$ cat config.mk
export PLATFORM = sky130hd
export DESIGN_NAME = block_padding_add_strip
export DESIGN_NICKNAME = d
export VERILOG_FILES = /design/src/design/bpas_pkg.sv /design/src/design/bpas_regs.sv /design/src/design/bpas_tail_mem.sv /design/src/design/bpas_ctrl.sv /design/src/design/block_padding_add_strip.sv
export VERILOG_INCLUDE_DIRS = /design/src /design/src/design
export SDC_FILE = /design/constraint.sdc
export NUM_CORES = 1
export LEC_CHECK = 0
export BUFFER_PORTS_ARGS = -buffer_cell sky130_fd_sc_hd__buf_2
export CAP_MARGIN = 5
export CORE_ASPECT_RATIO = 2
export CORE_MARGIN = 10
export CORE_UTILIZATION = 57
export DETAILED_ROUTE_END_ITERATION = 8
export PLACE_DENSITY = 0.85
export SYNTH_ARGS = -nofsm -noshare
export SYNTH_HDL_FRONTEND = slang
export SYNTH_SLANG_ARGS = --single-unit
$ cat constraint.sdc
create_clock -name clk -period 4.3 [get_ports clk]
set_clock_uncertainty 0.1 [all_clocks]
set_input_delay 0.43 -clock clk [delete_from_list [all_inputs] [get_ports clk]]
set_output_delay 0.43 -clock clk [all_outputs]
set_load 0.005 [all_outputs]
$ cat src/design/assert_macros.svh
// ---------------------------------------------------------------------------
// Assertion macros
// Concurrent checks, compiled away when SYNTH is defined.
// ---------------------------------------------------------------------------
`ifndef ASSERT_MACROS_SVH
`define ASSERT_MACROS_SVH

`ifndef SYNTH

`define ASSERT_ALWAYS(lbl, clk, rst_n, expr) \
	lbl: assert property (@(posedge clk) disable iff (!rst_n) (expr)) \
		else $error("assertion failed: invariant");

`define ASSERT_IMPLIES(lbl, clk, rst_n, ante, cons) \
	lbl: assert property (@(posedge clk) disable iff (!rst_n) (ante) |-> (cons)) \
		else $error("assertion failed: same-cycle implication");

`define ASSERT_NEXT(lbl, clk, rst_n, ante, cons) \
	lbl: assert property (@(posedge clk) disable iff (!rst_n) (ante) |=> (cons)) \
		else $error("assertion failed: next-cycle implication");

`else

`define ASSERT_ALWAYS(lbl, clk, rst_n, expr)
`define ASSERT_IMPLIES(lbl, clk, rst_n, ante, cons)
`define ASSERT_NEXT(lbl, clk, rst_n, ante, cons)

`endif

`endif

$ cat src/design/bpas_pkg.sv
// ---------------------------------------------------------------------------
// Block padding add/strip package
// Transfer types, configuration codes and sequencer states.
// ---------------------------------------------------------------------------
package bpas_pkg;

	localparam int APB_AW = 4;

	localparam logic [1:0] REG_BLOCK_LENGTH = 2'd0;
	localparam logic [1:0] REG_PAD_SCHEME   = 2'd1;
	localparam logic [1:0] REG_STRIP_MODE   = 2'd2;

	localparam logic [5:0] BLOCK_LENGTH_RST = 6'd16;
	localparam logic [7:0] ISO_MARK         = 8'h80;

	typedef struct packed {
		logic [7:0] in_byte;
		logic       in_last;
		logic       in_empty;
	} in_item_t;

	typedef struct packed {
		logic [7:0] out_byte;
		logic       out_has_byte;
		logic       out_last;
		logic       pad_error;
	} out_item_t;

	typedef struct packed {
		logic [5:0] block_length;
		logic       pad_scheme;
		logic       strip_mode;
	} cfg_t;

	typedef struct packed {
		logic      valid;
		out_item_t item;
	} emit_t;

	typedef enum logic [3:0] {
		ST_IDLE,
		ST_REDUCE,
		ST_PAD_BYTE,
		ST_PAD_COUNT,
		ST_PAD_FILL,
		ST_SPILL_RD,
		ST_SPILL_OUT,
		ST_PUSH,
		ST_TAIL_CHECK,
		ST_PKCS_RD,
		ST_PKCS_CHK,
		ST_ISO_RD,
		ST_ISO_CHK,
		ST_EMIT_RD,
		ST_EMIT_OUT,
		ST_MARK
	} state_t;

endpackage

$ cat src/design/bpas_regs.sv
// ---------------------------------------------------------------------------
// Configuration registers
// APB-style register file: block length, padding scheme, strip mode.
// ---------------------------------------------------------------------------
module bpas_regs (
	input  logic                        clk,
	input  logic                        arst_n,
	input  logic                        psel,
	input  logic                        penable,
	input  logic                        pwrite,
	input  logic [bpas_pkg::APB_AW-1:0] paddr,
	input  logic [31:0]                 pwdata,
	output logic [31:0]                 prdata,
	output logic                        pready,
	output bpas_pkg::cfg_t              cfg
);
	import bpas_pkg::*;

	logic [5:0] block_length_q;
	logic       pad_scheme_q;
	logic       strip_mode_q;
	logic       wr_en;
	logic [1:0] reg_idx;

	assign pready  = 1'b1;
	assign wr_en   = psel & penable & pwrite;
	assign reg_idx = paddr[3:2];

	always_ff @(posedge clk or negedge arst_n) begin
		if (!arst_n) begin
			block_length_q <= BLOCK_LENGTH_RST;
			pad_scheme_q   <= 1'b0;
			strip_mode_q   <= 1'b0;
		end else if (wr_en) begin
			case (reg_idx)
				REG_BLOCK_LENGTH: block_length_q <= pwdata[5:0];
				REG_PAD_SCHEME:   pad_scheme_q   <= pwdata[0];
				REG_STRIP_MODE:   strip_mode_q   <= pwdata[0];
				default: ;
			endcase
		end
	end

	always_comb begin
		case (reg_idx)
			REG_BLOCK_LENGTH: prdata = {26'd0, block_length_q};
			REG_PAD_SCHEME:   prdata = {31'd0, pad_scheme_q};
			REG_STRIP_MODE:   prdata = {31'd0, strip_mode_q};
			default:          prdata = 32'd0;
		endcase
	end

	assign cfg = '{block_length: block_length_q, pad_scheme: pad_scheme_q,
		strip_mode: strip_mode_q};

endmodule

$ cat src/design/bpas_tail_mem.sv
// ---------------------------------------------------------------------------
// Tail buffer memory
// Ring storage for the newest message bytes, one write and one registered read.
// ---------------------------------------------------------------------------
module bpas_tail_mem #(
	parameter int DEPTH = 32,
	parameter int AW    = (DEPTH > 1) ? $clog2(DEPTH) : 1
) (
	input  logic          clk,
	input  logic          we,
	input  logic [AW-1:0] waddr,
	input  logic [7:0]    wdata,
	input  logic          re,
	input  logic [AW-1:0] raddr,
	output logic [7:0]    rdata
);
	logic [7:0] mem [DEPTH];
	logic [7:0] rdata_q;

	always_ff @(posedge clk) begin
		if (we) begin
			mem[waddr] <= wdata;
		end
	end

	always_ff @(posedge clk) begin
		if (re) begin
			rdata_q <= mem[raddr];
		end
	end

	assign rdata = rdata_q;

endmodule

$ cat src/design/bpas_ctrl.sv
// ---------------------------------------------------------------------------
// Padding sequencer
// Walks one item at a time through pass-through, padding, spill and strip
// steps around a shared subtract/compare unit and the tail buffer.
// ---------------------------------------------------------------------------
`include "assert_macros.svh"

module bpas_ctrl #(
	parameter int MAX_BLOCK = 32,
	parameter int AW        = (MAX_BLOCK > 1) ? $clog2(MAX_BLOCK) : 1
) (
	input  logic               clk,
	input  logic               arst_n,
	input  bpas_pkg::cfg_t     cfg,
	input  logic               in_valid,
	output logic               in_ready,
	input  bpas_pkg::in_item_t in_item,
	input  logic               slot_free,
	output bpas_pkg::emit_t    emit,
	output logic               mem_we,
	output logic [AW-1:0]      mem_waddr,
	output logic [7:0]         mem_wdata,
	output logic               mem_re,
	output logic [AW-1:0]      mem_raddr,
	input  logic [7:0]         mem_rdata
);
	import bpas_pkg::*;

	localparam int            CW        = $clog2(MAX_BLOCK + 1);
	localparam logic [AW-1:0] LAST_ADDR = AW'(MAX_BLOCK - 1);
	localparam logic [CW-1:0] FULL      = CW'(MAX_BLOCK);
	localparam logic [CW-1:0] ONE       = CW'(1);

	function automatic logic [AW-1:0] ptr_inc(input logic [AW-1:0] p);
		return (p == LAST_ADDR) ? '0 : p + 1'b1;
	endfunction

	function automatic logic [AW-1:0] ptr_dec(input logic [AW-1:0] p);
		return (p == '0) ? LAST_ADDR : p - 1'b1;
	endfunction

	state_t        state_q, state_d;
	logic [7:0]    byte_q, byte_d;
	logic          last_q, last_d;
	logic          has_q, has_d;
	logic          err_q, err_d;
	logic [AW-1:0] phase_q, phase_d;
	logic [CW-1:0] fill_q, fill_d;
	logic [AW-1:0] head_q, head_d;
	logic [AW-1:0] wr_q, wr_d;
	logic [AW-1:0] ptr_q, ptr_d;
	logic [CW-1:0] cnt_q, cnt_d;
	logic [CW-1:0] idx_q, idx_d;
	logic [CW-1:0] eff_b;
	logic [7:0]    alu_a, alu_b;
	logic [8:0]    alu_diff;
	logic          alu_borrow;
	logic          idx_last;

	always_comb begin
		if (cfg.block_length == '0) begin
			eff_b = ONE;
		end else if (cfg.block_length > 6'(MAX_BLOCK)) begin
			eff_b = FULL;
		end else begin
			eff_b = CW'(cfg.block_length);
		end
	end

	always_comb begin
		case (state_q)
			ST_PAD_COUNT: begin
				alu_a = 8'(eff_b);
				alu_b = 8'(phase_q);
			end
			ST_PKCS_CHK: begin
				alu_a = 8'(fill_q);
				alu_b = mem_rdata;
			end
			default: begin
				alu_a = 8'(phase_q);
				alu_b = 8'(eff_b);
			end
		endcase
	end

	assign alu_diff   = {1'b0, alu_a} - {1'b0, alu_b};
	assign alu_borrow = alu_diff[8];
	assign idx_last   = (idx_q + ONE) == cnt_q;

	always_ff @(posedge clk or negedge arst_n) begin
		if (!arst_n) begin
			state_q <= ST_IDLE;
			phase_q <= '0;
			fill_q  <= '0;
			head_q  <= '0;
			wr_q    <= '0;
		end else begin
			state_q <= state_d;
			phase_q <= phase_d;
			fill_q  <= fill_d;
			head_q  <= head_d;
			wr_q    <= wr_d;
		end
	end

	always_ff @(posedge clk) begin
		byte_q <= byte_d;
		last_q <= last_d;
		has_q  <= has_d;
		err_q  <= err_d;
		ptr_q  <= ptr_d;
		cnt_q  <= cnt_d;
		idx_q  <= idx_d;
	end

	always_comb begin
		state_d   = state_q;
		byte_d    = byte_q;
		last_d    = last_q;
		has_d     = has_q;
		err_d     = err_q;
		phase_d   = phase_q;
		fill_d    = fill_q;
		head_d    = head_q;
		wr_d      = wr_q;
		ptr_d     = ptr_q;
		cnt_d     = cnt_q;
		idx_d     = idx_q;
		in_ready  = 1'b0;
		emit      = '0;
		mem_we    = 1'b0;
		mem_waddr = wr_q;
		mem_wdata = byte_q;
		mem_re    = 1'b0;
		mem_raddr = ptr_q;

		case (state_q)
			ST_IDLE: begin
				in_ready = 1'b1;
				if (in_valid && (!in_item.in_empty || in_item.in_last)) begin
					byte_d = in_item.in_byte;
					last_d = in_item.in_last;
					has_d  = !in_item.in_empty;
					if (!cfg.strip_mode) begin
						state_d = ST_REDUCE;
					end else if (in_item.in_empty) begin
						state_d = ST_TAIL_CHECK;
					end else if (fill_q == FULL) begin
						state_d = ST_SPILL_RD;
					end else begin
						state_d = ST_PUSH;
					end
				end
			end
			ST_REDUCE: begin
				if (!alu_borrow) begin
					phase_d = AW'(alu_diff[7:0]);
				end else begin
					state_d = has_q ? ST_PAD_BYTE : ST_PAD_COUNT;
				end
			end
			ST_PAD_BYTE: begin
				emit.valid = 1'b1;
				emit.item  = '{out_byte: byte_q, out_has_byte: 1'b1, out_last: 1'b0,
					pad_error: 1'b0};
				if (slot_free) begin
					phase_d = ((CW'(phase_q) + ONE) == eff_b) ? '0 : phase_q + 1'b1;
					state_d = last_q ? ST_PAD_COUNT : ST_IDLE;
				end
			end
			ST_PAD_COUNT: begin
				cnt_d   = CW'(alu_diff[7:0]);
				idx_d   = '0;
				state_d = ST_PAD_FILL;
			end
			ST_PAD_FILL: begin
				emit.valid              = 1'b1;
				emit.item.out_has_byte  = 1'b1;
				emit.item.out_last      = idx_last;
				if (cfg.pad_scheme) begin
					emit.item.out_byte = (idx_q == '0) ? ISO_MARK : 8'h00;
				end else begin
					emit.item.out_byte = 8'(cnt_q);
				end
				if (slot_free) begin
					idx_d = idx_q + ONE;
					if (idx_last) begin
						fill_d  = '0;
						phase_d = '0;
						head_d  = '0;
						wr_d    = '0;
						state_d = ST_IDLE;
					end
				end
			end
			ST_SPILL_RD: begin
				mem_re    = 1'b1;
				mem_raddr = head_q;
				state_d   = ST_SPILL_OUT;
			end
			ST_SPILL_OUT: begin
				emit.valid = 1'b1;
				emit.item  = '{out_byte: mem_rdata, out_has_byte: 1'b1, out_last: 1'b0,
					pad_error: 1'b0};
				if (slot_free) begin
					head_d  = ptr_inc(head_q);
					fill_d  = fill_q - ONE;
					state_d = ST_PUSH;
				end
			end
			ST_PUSH: begin
				mem_we  = 1'b1;
				wr_d    = ptr_inc(wr_q);
				fill_d  = fill_q + ONE;
				state_d = last_q ? ST_TAIL_CHECK : ST_IDLE;
			end
			ST_TAIL_CHECK: begin
				err_d = 1'b0;
				ptr_d = ptr_dec(wr_q);
				cnt_d = fill_q;
				if (fill_q == '0) begin
					err_d   = 1'b1;
					state_d = ST_MARK;
				end else begin
					state_d = cfg.pad_scheme ? ST_ISO_RD : ST_PKCS_RD;
				end
			end
			ST_PKCS_RD: begin
				mem_re  = 1'b1;
				state_d = ST_PKCS_CHK;
			end
			ST_PKCS_CHK: begin
				idx_d = '0;
				ptr_d = head_q;
				cnt_d = CW'(alu_diff[7:0]);
				if (alu_borrow) begin
					err_d   = 1'b1;
					state_d = ST_MARK;
				end else if (alu_diff[7:0] == 8'd0) begin
					state_d = ST_MARK;
				end else begin
					state_d = ST_EMIT_RD;
				end
			end
			ST_ISO_RD: begin
				mem_re  = 1'b1;
				state_d = ST_ISO_CHK;
			end
			ST_ISO_CHK: begin
				cnt_d = cnt_q - ONE;
				if (mem_rdata == 8'h00) begin
					if (cnt_q == ONE) begin
						err_d   = 1'b1;
						state_d = ST_MARK;
					end else begin
						ptr_d   = ptr_dec(ptr_q);
						state_d = ST_ISO_RD;
					end
				end else if (cnt_q == ONE) begin
					state_d = ST_MARK;
				end else begin
					ptr_d   = head_q;
					idx_d   = '0;
					state_d = ST_EMIT_RD;
				end
			end
			ST_EMIT_RD: begin
				mem_re  = 1'b1;
				state_d = ST_EMIT_OUT;
			end
			ST_EMIT_OUT: begin
				emit.valid = 1'b1;
				emit.item  = '{out_byte: mem_rdata, out_has_byte: 1'b1, out_last: idx_last,
					pad_error: 1'b0};
				if (slot_free) begin
					ptr_d = ptr_inc(ptr_q);
					idx_d = idx_q + ONE;
					if (idx_last) begin
						fill_d  = '0;
						phase_d = '0;
						head_d  = '0;
						wr_d    = '0;
						state_d = ST_IDLE;
					end else begin
						state_d = ST_EMIT_RD;
					end
				end
			end
			ST_MARK: begin
				emit.valid = 1'b1;
				emit.item  = '{out_byte: 8'h00, out_has_byte: 1'b0, out_last: 1'b1,
					pad_error: err_q};
				if (slot_free) begin
					fill_d  = '0;
					phase_d = '0;
					head_d  = '0;
					wr_d    = '0;
					state_d = ST_IDLE;
				end
			end
			default: begin
				state_d = ST_IDLE;
			end
		endcase
	end

	`ASSERT_ALWAYS(a_fill_bound, clk, arst_n, fill_q <= FULL)
	`ASSERT_IMPLIES(a_push_room, clk, arst_n, state_q == ST_PUSH, fill_q < FULL)
	`ASSERT_IMPLIES(a_scan_nonempty, clk, arst_n, state_q == ST_ISO_CHK, cnt_q != '0)
	`ASSERT_NEXT(a_last_ends, clk, arst_n, emit.valid && slot_free && emit.item.out_last, state_q == ST_IDLE)

endmodule

$ cat src/design/block_padding_add_strip.sv
// ---------------------------------------------------------------------------
// Block padding add/strip
// PKCS#7 and ISO/IEC 7816-4 padder and unpadder for a byte stream.
// ---------------------------------------------------------------------------
//  channel   direction  handshake          payload
//  cfg       in         psel/penable/...   paddr, pwdata, prdata
//  in        in         in_valid/in_ready  in_item  (in_byte, in_last, in_empty)
//  out       out        out_valid/out_ready out_item (out_byte, out_has_byte,
//                                                     out_last, pad_error)
//
//  Pad mode: a message byte passes ST_REDUCE, which subtracts block_length from
//  the carried phase until it borrows, then ST_PAD_BYTE; the end adds ST_PAD_COUNT
//  and ST_PAD_FILL per padding byte. Strip mode: a byte is pushed, the oldest held
//  byte first spilling out when full. The end reads the last byte (PKCS#7) or
//  scans back (ISO), then reads out kept bytes, all through the one read port.
//  Reset clears the configuration to its defaults and empties the tail buffer.
//  A stalled out_ready holds the sequencer at its next transfer; in_ready is high only when idle.
// ---------------------------------------------------------------------------
module block_padding_add_strip #(
	parameter int MAX_BLOCK = 32
) (
	input  logic                        clk,
	input  logic                        arst_n,
	input  logic                        psel,
	input  logic                        penable,
	input  logic                        pwrite,
	input  logic [bpas_pkg::APB_AW-1:0] paddr,
	input  logic [31:0]                 pwdata,
	output logic [31:0]                 prdata,
	output logic                        pready,
	input  logic                        in_valid,
	output logic                        in_ready,
	input  bpas_pkg::in_item_t          in_item,
	output logic                        out_valid,
	input  logic                        out_ready,
	output bpas_pkg::out_item_t         out_item
);
	import bpas_pkg::*;

	localparam int AW = (MAX_BLOCK > 1) ? $clog2(MAX_BLOCK) : 1;

	cfg_t          cfg;
	emit_t         emit;
	logic          slot_free;
	logic          mem_we;
	logic [AW-1:0] mem_waddr;
	logic [7:0]    mem_wdata;
	logic          mem_re;
	logic [AW-1:0] mem_raddr;
	logic [7:0]    mem_rdata;
	logic          out_valid_q;
	out_item_t     out_item_q;

	bpas_regs u_regs (
		.clk     (clk),
		.arst_n  (arst_n),
		.psel    (psel),
		.penable (penable),
		.pwrite  (pwrite),
		.paddr   (paddr),
		.pwdata  (pwdata),
		.prdata  (prdata),
		.pready  (pready),
		.cfg     (cfg)
	);

	bpas_tail_mem #(
		.DEPTH (MAX_BLOCK),
		.AW    (AW)
	) u_mem (
		.clk   (clk),
		.we    (mem_we),
		.waddr (mem_waddr),
		.wdata (mem_wdata),
		.re    (mem_re),
		.raddr (mem_raddr),
		.rdata (mem_rdata)
	);

	bpas_ctrl #(
		.MAX_BLOCK (MAX_BLOCK),
		.AW        (AW)
	) u_ctrl (
		.clk       (clk),
		.arst_n    (arst_n),
		.cfg       (cfg),
		.in_valid  (in_valid),
		.in_ready  (in_ready),
		.in_item   (in_item),
		.slot_free (slot_free),
		.emit      (emit),
		.mem_we    (mem_we),
		.mem_waddr (mem_waddr),
		.mem_wdata (mem_wdata),
		.mem_re    (mem_re),
		.mem_raddr (mem_raddr),
		.mem_rdata (mem_rdata)
	);

	assign slot_free = !out_valid_q || out_ready;

	always_ff @(posedge clk or negedge arst_n) begin
		if (!arst_n) begin
			out_valid_q <= 1'b0;
		end else if (slot_free) begin
			out_valid_q <= emit.valid;
		end
	end

	always_ff @(posedge clk) begin
		if (slot_free && emit.valid) begin
			out_item_q <= emit.item;
		end
	end

	assign out_valid = out_valid_q;
	assign out_item  = out_item_q;

endmodule

; ---- Word-level counts from Yosys, hierarchy flattened
; Memories as Yosys holds them, arrays and structs flattened. A register that Yosys moved wholly into a read port is not among the register bits.
; Cells that the tools add are included.
[word_totals]
reg_bits = 73
ramBits = 256
in_bits = 53
memories = 1
[mem_list]
columns = memory, depth, width, rd, rd_ports_with_merged_regs, write_ports, line_no
row1 = u_mem.mem, 32, 8, 1, 1, 1, bpas_tail_mem.sv:17  ; logic [7:0] mem [DEPTH];
[classes]
n_addsub = 12
magnitude_cmp = 1
n_eq_ne = 40
n_mux = 72
n_bitwise = 2
n_reduce_logical = 38
[ops]
columns = operator, n
row1 = $mux 5, 17
row2 = $pmux 4 s16, 1
row3 = $mux 4, 15
row4 = $pmux 11 s5, 1
row5 = $mux 6, 9
row6 = $pmux 6 s3, 3
row7 = $pmux 5 s4, 2
row8 = $eq 4x4->1 const B, 8
row9 = $pmux 5 s3, 2
row10 = $pmux 6 s4, 1
row11 = $add 5x1->5 const B, 4
row12 = $logic_not 6->1, 3
row13 = $eq 4x3->1 const B, 4
row14 = $logic_not 8->1, 2
row15 = $mux 8, 2
row16 = $ne 2x1->1 const B, 8
row17 = $ne 2x2->1 const B, 8
row18 = $pmux 8 s2, 1
row19 = $eq 5x5->1 const B, 3
row20 = $reduce_bool 3->1, 5
row21 = $add 6x1->6 const B, 2
row22 = $eq 6x6->1, 2
row23 = $pmux 6 s2, 1
row24 = $reduce_and 4->1, 3
row25 = other kinds (30), 58

; ---- Depth between registers and ports, before layout
; Gate-level depths: netlist of the first run.
[depth]
depth_word = 9
depth_mapped = 17
mapped_depth_nobuf = 14

; ---- By module
; Synthesis of the first run repeated with hierarchy kept, for this count alone.
[hier_totals]
hier_cells = 990
hier_area_um2 = 15513.6
[modules_own_cells]
columns = mod, instances, cells_each, area_each_um2
row1 = bpas_tail_mem, 1, 417, 10133.5
row2 = bpas_ctrl, 1, 498, 4380.5
row3 = bpas_regs, 1, 60, 615.6
row4 = block_padding_add_strip, 1, 15, 384.1

; ---- Worst setup path after synthesis of the first run
; OpenSTA, ideal clock, no wires.
[synth_timing]
path_kind = flip-flop to flip-flop
startpoint = reg u_ctrl.state_q[1]
endpoint = reg u_ctrl.state_q[0]
t_arrival_ns = 3.534
required_time_ns = 4.075
setup_slack_ns = 0.541
stages_incl_launch_ff = 16
n_path_buf = 2
path_cell_list = dfrtp_1 buf_4 clkbuf_1 nand2_1 nor2_1 nor2_1 a221oi_1 ha_1 inv_1 fa_1 a21oi_1 o21ai_0 o31ai_1 a21boi_0 o221a_2 mux2_2
[synth_between]
elab_chain_cells = 5
word_cells_on_any_way = 30
cone_classes = add/sub (1) / eq/ne (23) / mux (4) / reduce/logical (2)
[synth_rtl]
columns = item, line_no
row1 = from (decl), bpas_ctrl.sv:42  ; state_t state_q, state_d;
row2 = from (signal assigned), bpas_ctrl.sv:99  ; state_q <= state_d;
row3 = $eq 4x4->1 or $eq 4x2->1 (tied branches), "bpas_ctrl.sv:71, bpas_ctrl.sv:138"
row4 = $pmux 6 s2 or $pmux 8 s2 (tied branches), bpas_ctrl.sv:71  ; case (state_q)
row5 = $sub 6x8->9, bpas_ctrl.sv:87  ; assign alu_diff = {1'b0, alu_a} - {1'b0, alu_b};
row6 = $mux 4 or $ne 2x1->1 (tied branches), --
row7 = $pmux 4 s16 or $reduce_and 8->1 (tied branches), --
; Several ways; a longest one is shown, not always the timed one.
; A chain may end at the register's enable or synchronous reset.

; ---- Final worst setup path of the first run
[layout_timing]
startpoint = reg u_ctrl.state_q[3]
endpoint = reg u_ctrl.state_q[0]
; The elaborated chain is that of the path after synthesis.

==> flow_summary.toml, run 1 <==
[outcome]
outcome = "complete, no violations"

[sta]
slew_violations = 0
final-setup-viol-count = 0
fin_crit_ps = 4040
max-slew-margin-rel_pct = 13.7
worstMarginPinSlew_ps = 1290
rsz0062_at_grt = "false"
tns_ps = 0
maxClockFrequency_ghz = 0.248
report.final.hold_viol_count = 0
layout_worst_path_cycle_share_pct = 93.9

[pwr]
share_of_power_burned_in_the_clock_network_pct = 21.1
proportion_of_power_drawn_by_combinational_gates_pct = 41.6
ir_drop_uv = 591
p_per_area_nw_per_um2 = 708
pwr-share-seq_pct = 37.4
internal_power_mw = 7.62
p_leak_nw = 6.02
power.net_switching_mw = 4.59
netSwitchingFraction_pct = 37.6

[clock_network]
clock_tree.buffer_depth = 3
tritoncts = "done"
cell_chosen_for_the_clock_root = "clkbuf_16"
worst_skew_pair.late_latency_ps = 570
cts.reportedPaths.clkPinSlew_ps = 80
postCtsSetupBuffers = 0
cts.htree.levels = 1
cts_made_buffers = 28
tritoncts_sink_count = 337

[yosys]
cell_count_after_synthesis = 1041
yosys_most_used_dff = "edfxtp_1"
ys_seq_elements = 337
seq_area_frac_synth_pct = 63.8
synth_simple_gate_area_share_pct = 7.79
synth_compound_area_share_pct = 7.88
yosysWarnings = 0
synth.top_cells.by_area = "edfxtp_1 58%, mux4_2 8.5%, dfrtp_1 5.3%"
yosysMostFrequentCell = "edfxtp_1"
synth_top_area_share_pct = 58.3
arithmetic_cell_share_of_the_synthesized_area_counting_full_adders_half_adders_and_majority_gates_pct = 2.34
synth.lib_cells_used.distinct = 73
largest_family_of_logic_cells_by_synthesized_area = "multiplexers"
synthArstFlopShare_pct = 10.1
cell_types_with_the_highest_counts_after_synthesis = "303 x edfxtp_1, 89 x nor2_1, 62 x nand2_1, 59 x mux4_2, 41 x o21ai_0"
muxShareOfSynthArea_pct = 12.5
xor_xnor_share_of_the_synthesized_area_pct = 1.96
synth-edff-count = 303
synth_area_per_cell_um2 = 15.0
mappedNetlistArea_um2 = 15600
synth.largest_area_cell = "edfxtp_1"

[place]
gp_routability_congestion = 1.04
place_inst = 1411
detailed_placer_s_ending_hpwl_um = 26700
detailed_place.area_um2 = 16100
buffer_ports.inserted = 43

[die]
die_height_um = 254
initial_utilization_pct = 57.8
design.portCount = 99
die_x_um = 137
core_area_um2 = 27000
row_count = 85
die_area_um2 = 34800

[critical_path]
cp_common_cell = "nor2_1"
path_class = "register to register"
slowest_stage = "dfrtp_1"
reg2reg_depth = 13
cp_data_arrival_time_ps = 4400
worst-path-max-fanout = 13
cpPeakStageDelay_ps = 500
worst-endpoint-required_ps = 4660
crit_start_category = "register"
cp-end-kind = "register"
critical_path_cell_by_cell = "buf_4, nor2_1, nand3_1, nand2_1, nor2_1, a222oi_1, fa_1, a21oi_1, o21ai_0, o31ai_1, a21boi_1, o221a_2, mux2_2"

[route]
viasPerCell = 6.43
drt_pre_antenna_iters = 6
average_routed_wire_per_standard_cell_um = 26.5
via_count = 9522
dr.first_iter.drc_count = 1149
ant_nets = 0
drc = 0
detail_route.wirelength_um = 39300

[layout]
finalNetCount = 1191
syn_to_final_growth_pct = 10.6
layout.cells.non_filler = 1481
drive_gt1_share_pct = 17.3
layout.cell_area.non_filler_um2 = 17300

[global_route]
wire_length_of_the_first_global_routing_pass_um = 59300
first_global_vias = 9864
grtUsageTotal_pct = 22.7
grt_max_degree = 65
grt.overflow.total = 0
grt_antenna_before_repair = 2

[min_path]
worst_hold_path_type = "primary input to register"
worstHoldPathCells = 2

[flow_run]
cap_viol_max_count = 0
==> area by class of cell <==
type	count	area [µm²]
sequential	337	9950
fill	1852	9760
multi-input combinational	627	5180
clock buffer	41	832
timing repair buffer	82	623
tap	348	435
inverter	34	128
clock inverter	10	98.8
antenna	2	5.00
==> sequential cells by signal, summed over array words and instances, names as in the netlist, 5 cells and up <==
register	cells
out_item	11
u_ctrl.cnt_q	6
u_ctrl.fill_q	6
u_ctrl.head_q	5
u_ctrl.idx_q	6
u_ctrl.mem_waddr	5
u_ctrl.mem_wdata	8
u_ctrl.phase_q	5
u_ctrl.ptr_q	5
u_mem.mem	256
u_mem.rdata	8
u_regs.block_length_q	6
==> what timing repair did <==
item,in CTS,in global routing
endpoints found under the setup margin,0,2
endpoints found under the hold margin,47,0
gates resized for setup,0,2
hold buffers,15,0
==> metrics by stage <==
| step | hold slack (ps) | utilization [%] | power [mW] | worst slack, ps |
|---|---|---|---|---|
| 6_report | 25.1 | 63.9 | 12.2 | 264 |
| 5_1_grt | 39.9 | 63.9 | 12.7 | 48.8 |
| 4_1_cts | 18.4 | 63.6 | 12.1 | 160 |
| 3_5_place_dp | 441 | 59.6 | 9.52 | 209 |
| 3_3_place_gp | 434 | 59.6 | 9.36 | 236 |
| 2_1_floorplan | 34.4 | - | 8.09 | 541 |
==> worst max-delay path, delay by kind of cell (launching register included) <==
| kind | cells | cell delay, ps |
|---|---|---|
| flops | 1 | 500 |
| buf+inv | 1 | 260 |
| compound gates | 6 | 1540 |
| mux | 1 | 350 |
| simple gates | 4 | 710 |
| fa+ha+maj | 1 | 460 |
==> final timing paths <==
path	end	start	slack, ps
setup / recovery	u_ctrl.state_q[0]	u_ctrl.state_q[3]	260
hold reg to reg	u_regs.block_length_q[0]	u_regs.block_length_q[0]	470
setup reg to reg	u_ctrl.state_q[0]	u_ctrl.state_q[3]	260
min in group asynchronous	u_ctrl.phase_q[4]	arst_n	410
max in group asynchronous	u_ctrl.head_q[2]	arst_n	3080
hold / removal	u_regs.pad_scheme_q	pwdata[0]	30
==> routing by layer <==
layer  global-route usage, %  share of wire (%)
met1                    23.2                 31
met2                    40.9                 54
met3                    3.24                6.6
met4                    15.8                8.6
met5                       0                  0
==> cell families (layout without fill, tap and decap cells) <==
kind of cell / Yosys count / after routing
mux: 109 / 109
other cells: 2 / 29
fa+ha+maj: 28 / 28
compound gates: 176 / 176
buf+inv: 102 / 167
xor+xnor: 30 / 30
simple gates: 257 / 257
flops: 337 / 337
==> layout by cell type (no fill, tap or decap), drive strengths merged, types with 19 or more instances in the layout <==
cell    Yosys  layout
a21oi      24      24
buf        46      67
clkbuf     22      41
conb        2      27
dfrtp      33      33
edfxtp    303     303
ha         26      26
inv        34      35
mux2i      36      36
mux4       64      64
nand2      62      62
nand3      19      19
nor2       90      90
nor3       23      23
o21ai      46      46
==> power by group through the flow <==
stage	combinational (mW)	clock [mW]	sequential, mW
after floorplan	3.71	0	4.38
after global placement	4.77	0	4.59
after detailed placement	4.91	0	4.61
after CTS	4.97	2.59	4.55
after global routing	5.43	2.69	4.60
final	5.08	2.57	4.57
Power figures use the tool's default switching activity.
==> inputs of run 2 (changes only) <==
--- a/config.mk
+++ b/config.mk
@@ -6,13 +6,14 @@
 export SDC_FILE = /design/constraint.sdc
 export NUM_CORES = 1
 export LEC_CHECK = 0
+export ABC_AREA = 1
 export BUFFER_PORTS_ARGS = -buffer_cell sky130_fd_sc_hd__buf_2
 export CAP_MARGIN = 5
 export CORE_ASPECT_RATIO = 2
 export CORE_MARGIN = 10
 export CORE_UTILIZATION = 57
 export DETAILED_ROUTE_END_ITERATION = 8
-export PLACE_DENSITY = 0.85
+export PLACE_DENSITY = 0.84
 export SYNTH_ARGS = -nofsm -noshare
 export SYNTH_HDL_FRONTEND = slang
 export SYNTH_SLANG_ARGS = --single-unit
==> flow_summary.toml, run 2 <==
[sta]
tns_ps = 0
max-slew-margin-rel_pct = 26.1
layout_worst_path_cycle_share_pct = 93.9
fin_crit_ps = 4040
final-setup-viol-count = 0
report.final.hold_viol_count = 0
rsz0062_at_grt = "false"
worstMarginPinSlew_ps = 1100
maxClockFrequency_ghz = 0.248
worst_hold_slack_ps = 20.4
slew_violations = 0

[critical_path]
path_class = "register to register"
cp_data_arrival_time_ps = 4430
reg2reg_depth = 15
critical_path.top_delay_family = "simple AND/OR/NAND/NOR gates"
cp-end-kind = "register"
slowest_stage = "o211ai_1"
rrSetupSlack_ps = 260
critical_path.reg2reg.endpoint = "u_ctrl.phase_q[3]"
crit_start_category = "register"
timing.rr.start = "u_ctrl.state_q[2]"
worst-endpoint-required_ps = 4690
worst-path-max-fanout = 10
path_buf_inv = 3
critical_path_cell_by_cell = "nor2_1, inv_1, nor2_1, nor2_1, buf_4, a221oi_1, ha_1, a21oi_1, o211ai_1, nand3_1, nand2_1, nand3_1, inv_1, nand2_1, nand2_1"
cpPeakStageDelay_ps = 480

[min_path]
end_point_of_the_most_critical_hold_path = "u_regs.block_length_q[5]"
worstHoldPathCells = 3
holdCritStartpoint = "pwdata[5]"
worst_hold_path_type = "primary input to register"

[yosys]
mappedNetlistArea_um2 = 16700
ys_seq_elements = 337
synth_area_per_cell_um2 = 9.35
yosysWarnings = 0
synth-edff-count = 303
synthArstFlopShare_pct = 10.1
synth.lib_cells_used.distinct = 48
cell_types_with_the_highest_counts_after_synthesis = "653 x nand2_1, 303 x edfxtp_1, 187 x inv_1, 182 x nand3_1, 117 x nor2_1"
yosysMostFrequentCell = "nand2_1"
yosys_most_used_dff = "edfxtp_1"
synth.largest_area_cell = "edfxtp_1"
synth.top_cells.by_area = "edfxtp_1 54%, nand2_1 15%, nand3_1 5.4%"
seq_area_frac_synth_pct = 59.4
synth_top_area_share_pct = 54.3
cell_count_after_synthesis = 1791

[route]
drc = 0
average_routed_wire_per_standard_cell_um = 20.1
detail_route.wirelength_um = 44700
via_count = 12700
viasPerCell = 5.72
drt_pre_antenna_iters = 6
ant_nets = 0
dr.first_iter.drc_count = 1196

[die]
die_x_um = 141
core_area_um2 = 29000
row_count = 88
die_height_um = 262
design.portCount = 99
initial_utilization_pct = 57.8
die_area_um2 = 37000

[pwr]
p_per_area_nw_per_um2 = 614
ir_drop_uv = 485
design_power_total_mw = 11.2
p_leak_nw = 7.82

[layout]
largest-register = "u_mem.mem"
layout_common_cells = "653 x nand2_1, 303 x edfxtp_1, 187 x inv_1"
fin_util_pct = 63.0
drive_gt1_share_pct = 7.32
antenna_cells_inserted = 0
layout.cells.non_filler = 2218
mostFrequentLayoutCell = "nand2_1"
flip_flop_count_of_the_largest_register_after_layout = 256
syn_to_final_growth_pct = 8.99
finalNetCount = 1919

[global_route]
grt_max_degree = 66
grt.overflow.total = 0
wire_length_of_the_first_global_routing_pass_um = 68700
first_global_vias = 12600
grtUsageTotal_pct = 23.5
grt_antenna_before_repair = 0

[place]
detailed_placer_s_ending_hpwl_um = 31800
gp_routability_congestion = 1.00
buffer_ports.inserted = 43
place_inst = 2157

[clock_network]
cts.htree.levels = 1
clock_tree.buffer_depth = 3
postCtsSetupBuffers = 0
cts.reportedPaths.clkPinSlew_ps = 80
tritoncts = "done"
cts_made_buffers = 28
cell_chosen_for_the_clock_root = "clkbuf_16"
worst_skew_pair.late_latency_ps = 570
tritoncts_sink_count = 337

[outcome]
outcome = "complete, no violations"

[flow_run]
cap_viol_max_count = 0
==> run 2: changes by cell type in the layout (fill, tap and decap cells not counted), sizes merged, moves of 11 or more <==
cell    delta
a22o      -11
mux4      -64
nand3    +163
o211ai    +23
o21ai     -24
nand4     +26
xnor2     -12
mux2i     -36
nor3      -11
nand2    +596
inv      +156
nor2      +30
==> run 2: cells by family (layout without fill, tap and decap cells) <==
kind of cell             Yosys count  in the layout  synth area share, %
AND/OR/NAND/NOR                 1011           1011                 24.9
flip-flops                       337            337                 59.4
buffers and inverters            282            324                 7.86
AO/OA/AOI/OAI                    108            108                 4.33
adder cells (fa/ha/maj)           28             28                 2.18
XOR/XNOR                          23             23                 1.20
other                              2             27               0.0449
==> run 2: layer usage <==
layer / routed length (µm) / GRT usage, % / share of wire (%) / vias to the layer above
li1: - / - / - / 5971
met1: 13800 / 22.2 / 31 / 5943
met2: 23600 / 42.2 / 53 / 575
met3: 2850 / 3.85 / 6.4 / 204
met4: 4350 / 20.5 / 9.8 / 0
met5: 0 / 0 / 0 / -
==> run 2: worst max-delay path by stage <==
stage                            startpoint                 to  slack [ps]  cells after the start
after floorplan           u_ctrl.state_q[2]       u_ctrl.err_q        1240                     15
after global placement    u_ctrl.state_q[2]  u_ctrl.phase_q[1]         450                     15
after detailed placement  u_ctrl.state_q[2]  u_ctrl.phase_q[3]         380                     16
after CTS                 u_ctrl.state_q[2]  u_ctrl.phase_q[3]         370                     16
after global routing      u_ctrl.state_q[2]  u_ctrl.phase_q[3]          50                     15
final                     u_ctrl.state_q[2]  u_ctrl.phase_q[3]         260                     15
==> run 2: power breakdown <==
part	total [mW]	leakage [nW]	switching, mW	internal, mW
Sequential	4.34	3.16	0.343	4.00
Clock	2.71	0.468	1.18	1.53
Combinational	4.15	4.18	2.88	1.26
==> run 2: metrics by stage <==
| stage | instance area [µm²] | setup slack, ps |
|---|---|---|
| 2_1_floorplan | 16800 | 1240 |
| 3_3_place_gp | 17200 | 447 |
| 3_5_place_dp | 17200 | 384 |
| 4_1_cts | 18200 | 373 |
| 5_1_grt | 18200 | 49.7 |
| 6_report | 18200 | 262 |
==> run 2: tightest hold or removal path, stage by stage <==
cell and delay (ps):
buf_2 80, nor2_1 40, a21oi_1 100
==> run 2: cell type report <==
class,instances,area [µm²]
clock buffers,31,732
clock inverters,19,249
fillers,2246,10700
inverters,193,724
multi-input cells,1197,5590
flip-flops and latches,337,9950
well taps,360,450
repair buffers,81,553
==> run 2: what timing repair did <==
item | CTS | global route
endpoints found under the hold margin | 43 | 0
gates resized for setup | 0 | 0
setup endpoints to repair | 0 | 0
hold buffers | 11 | 0
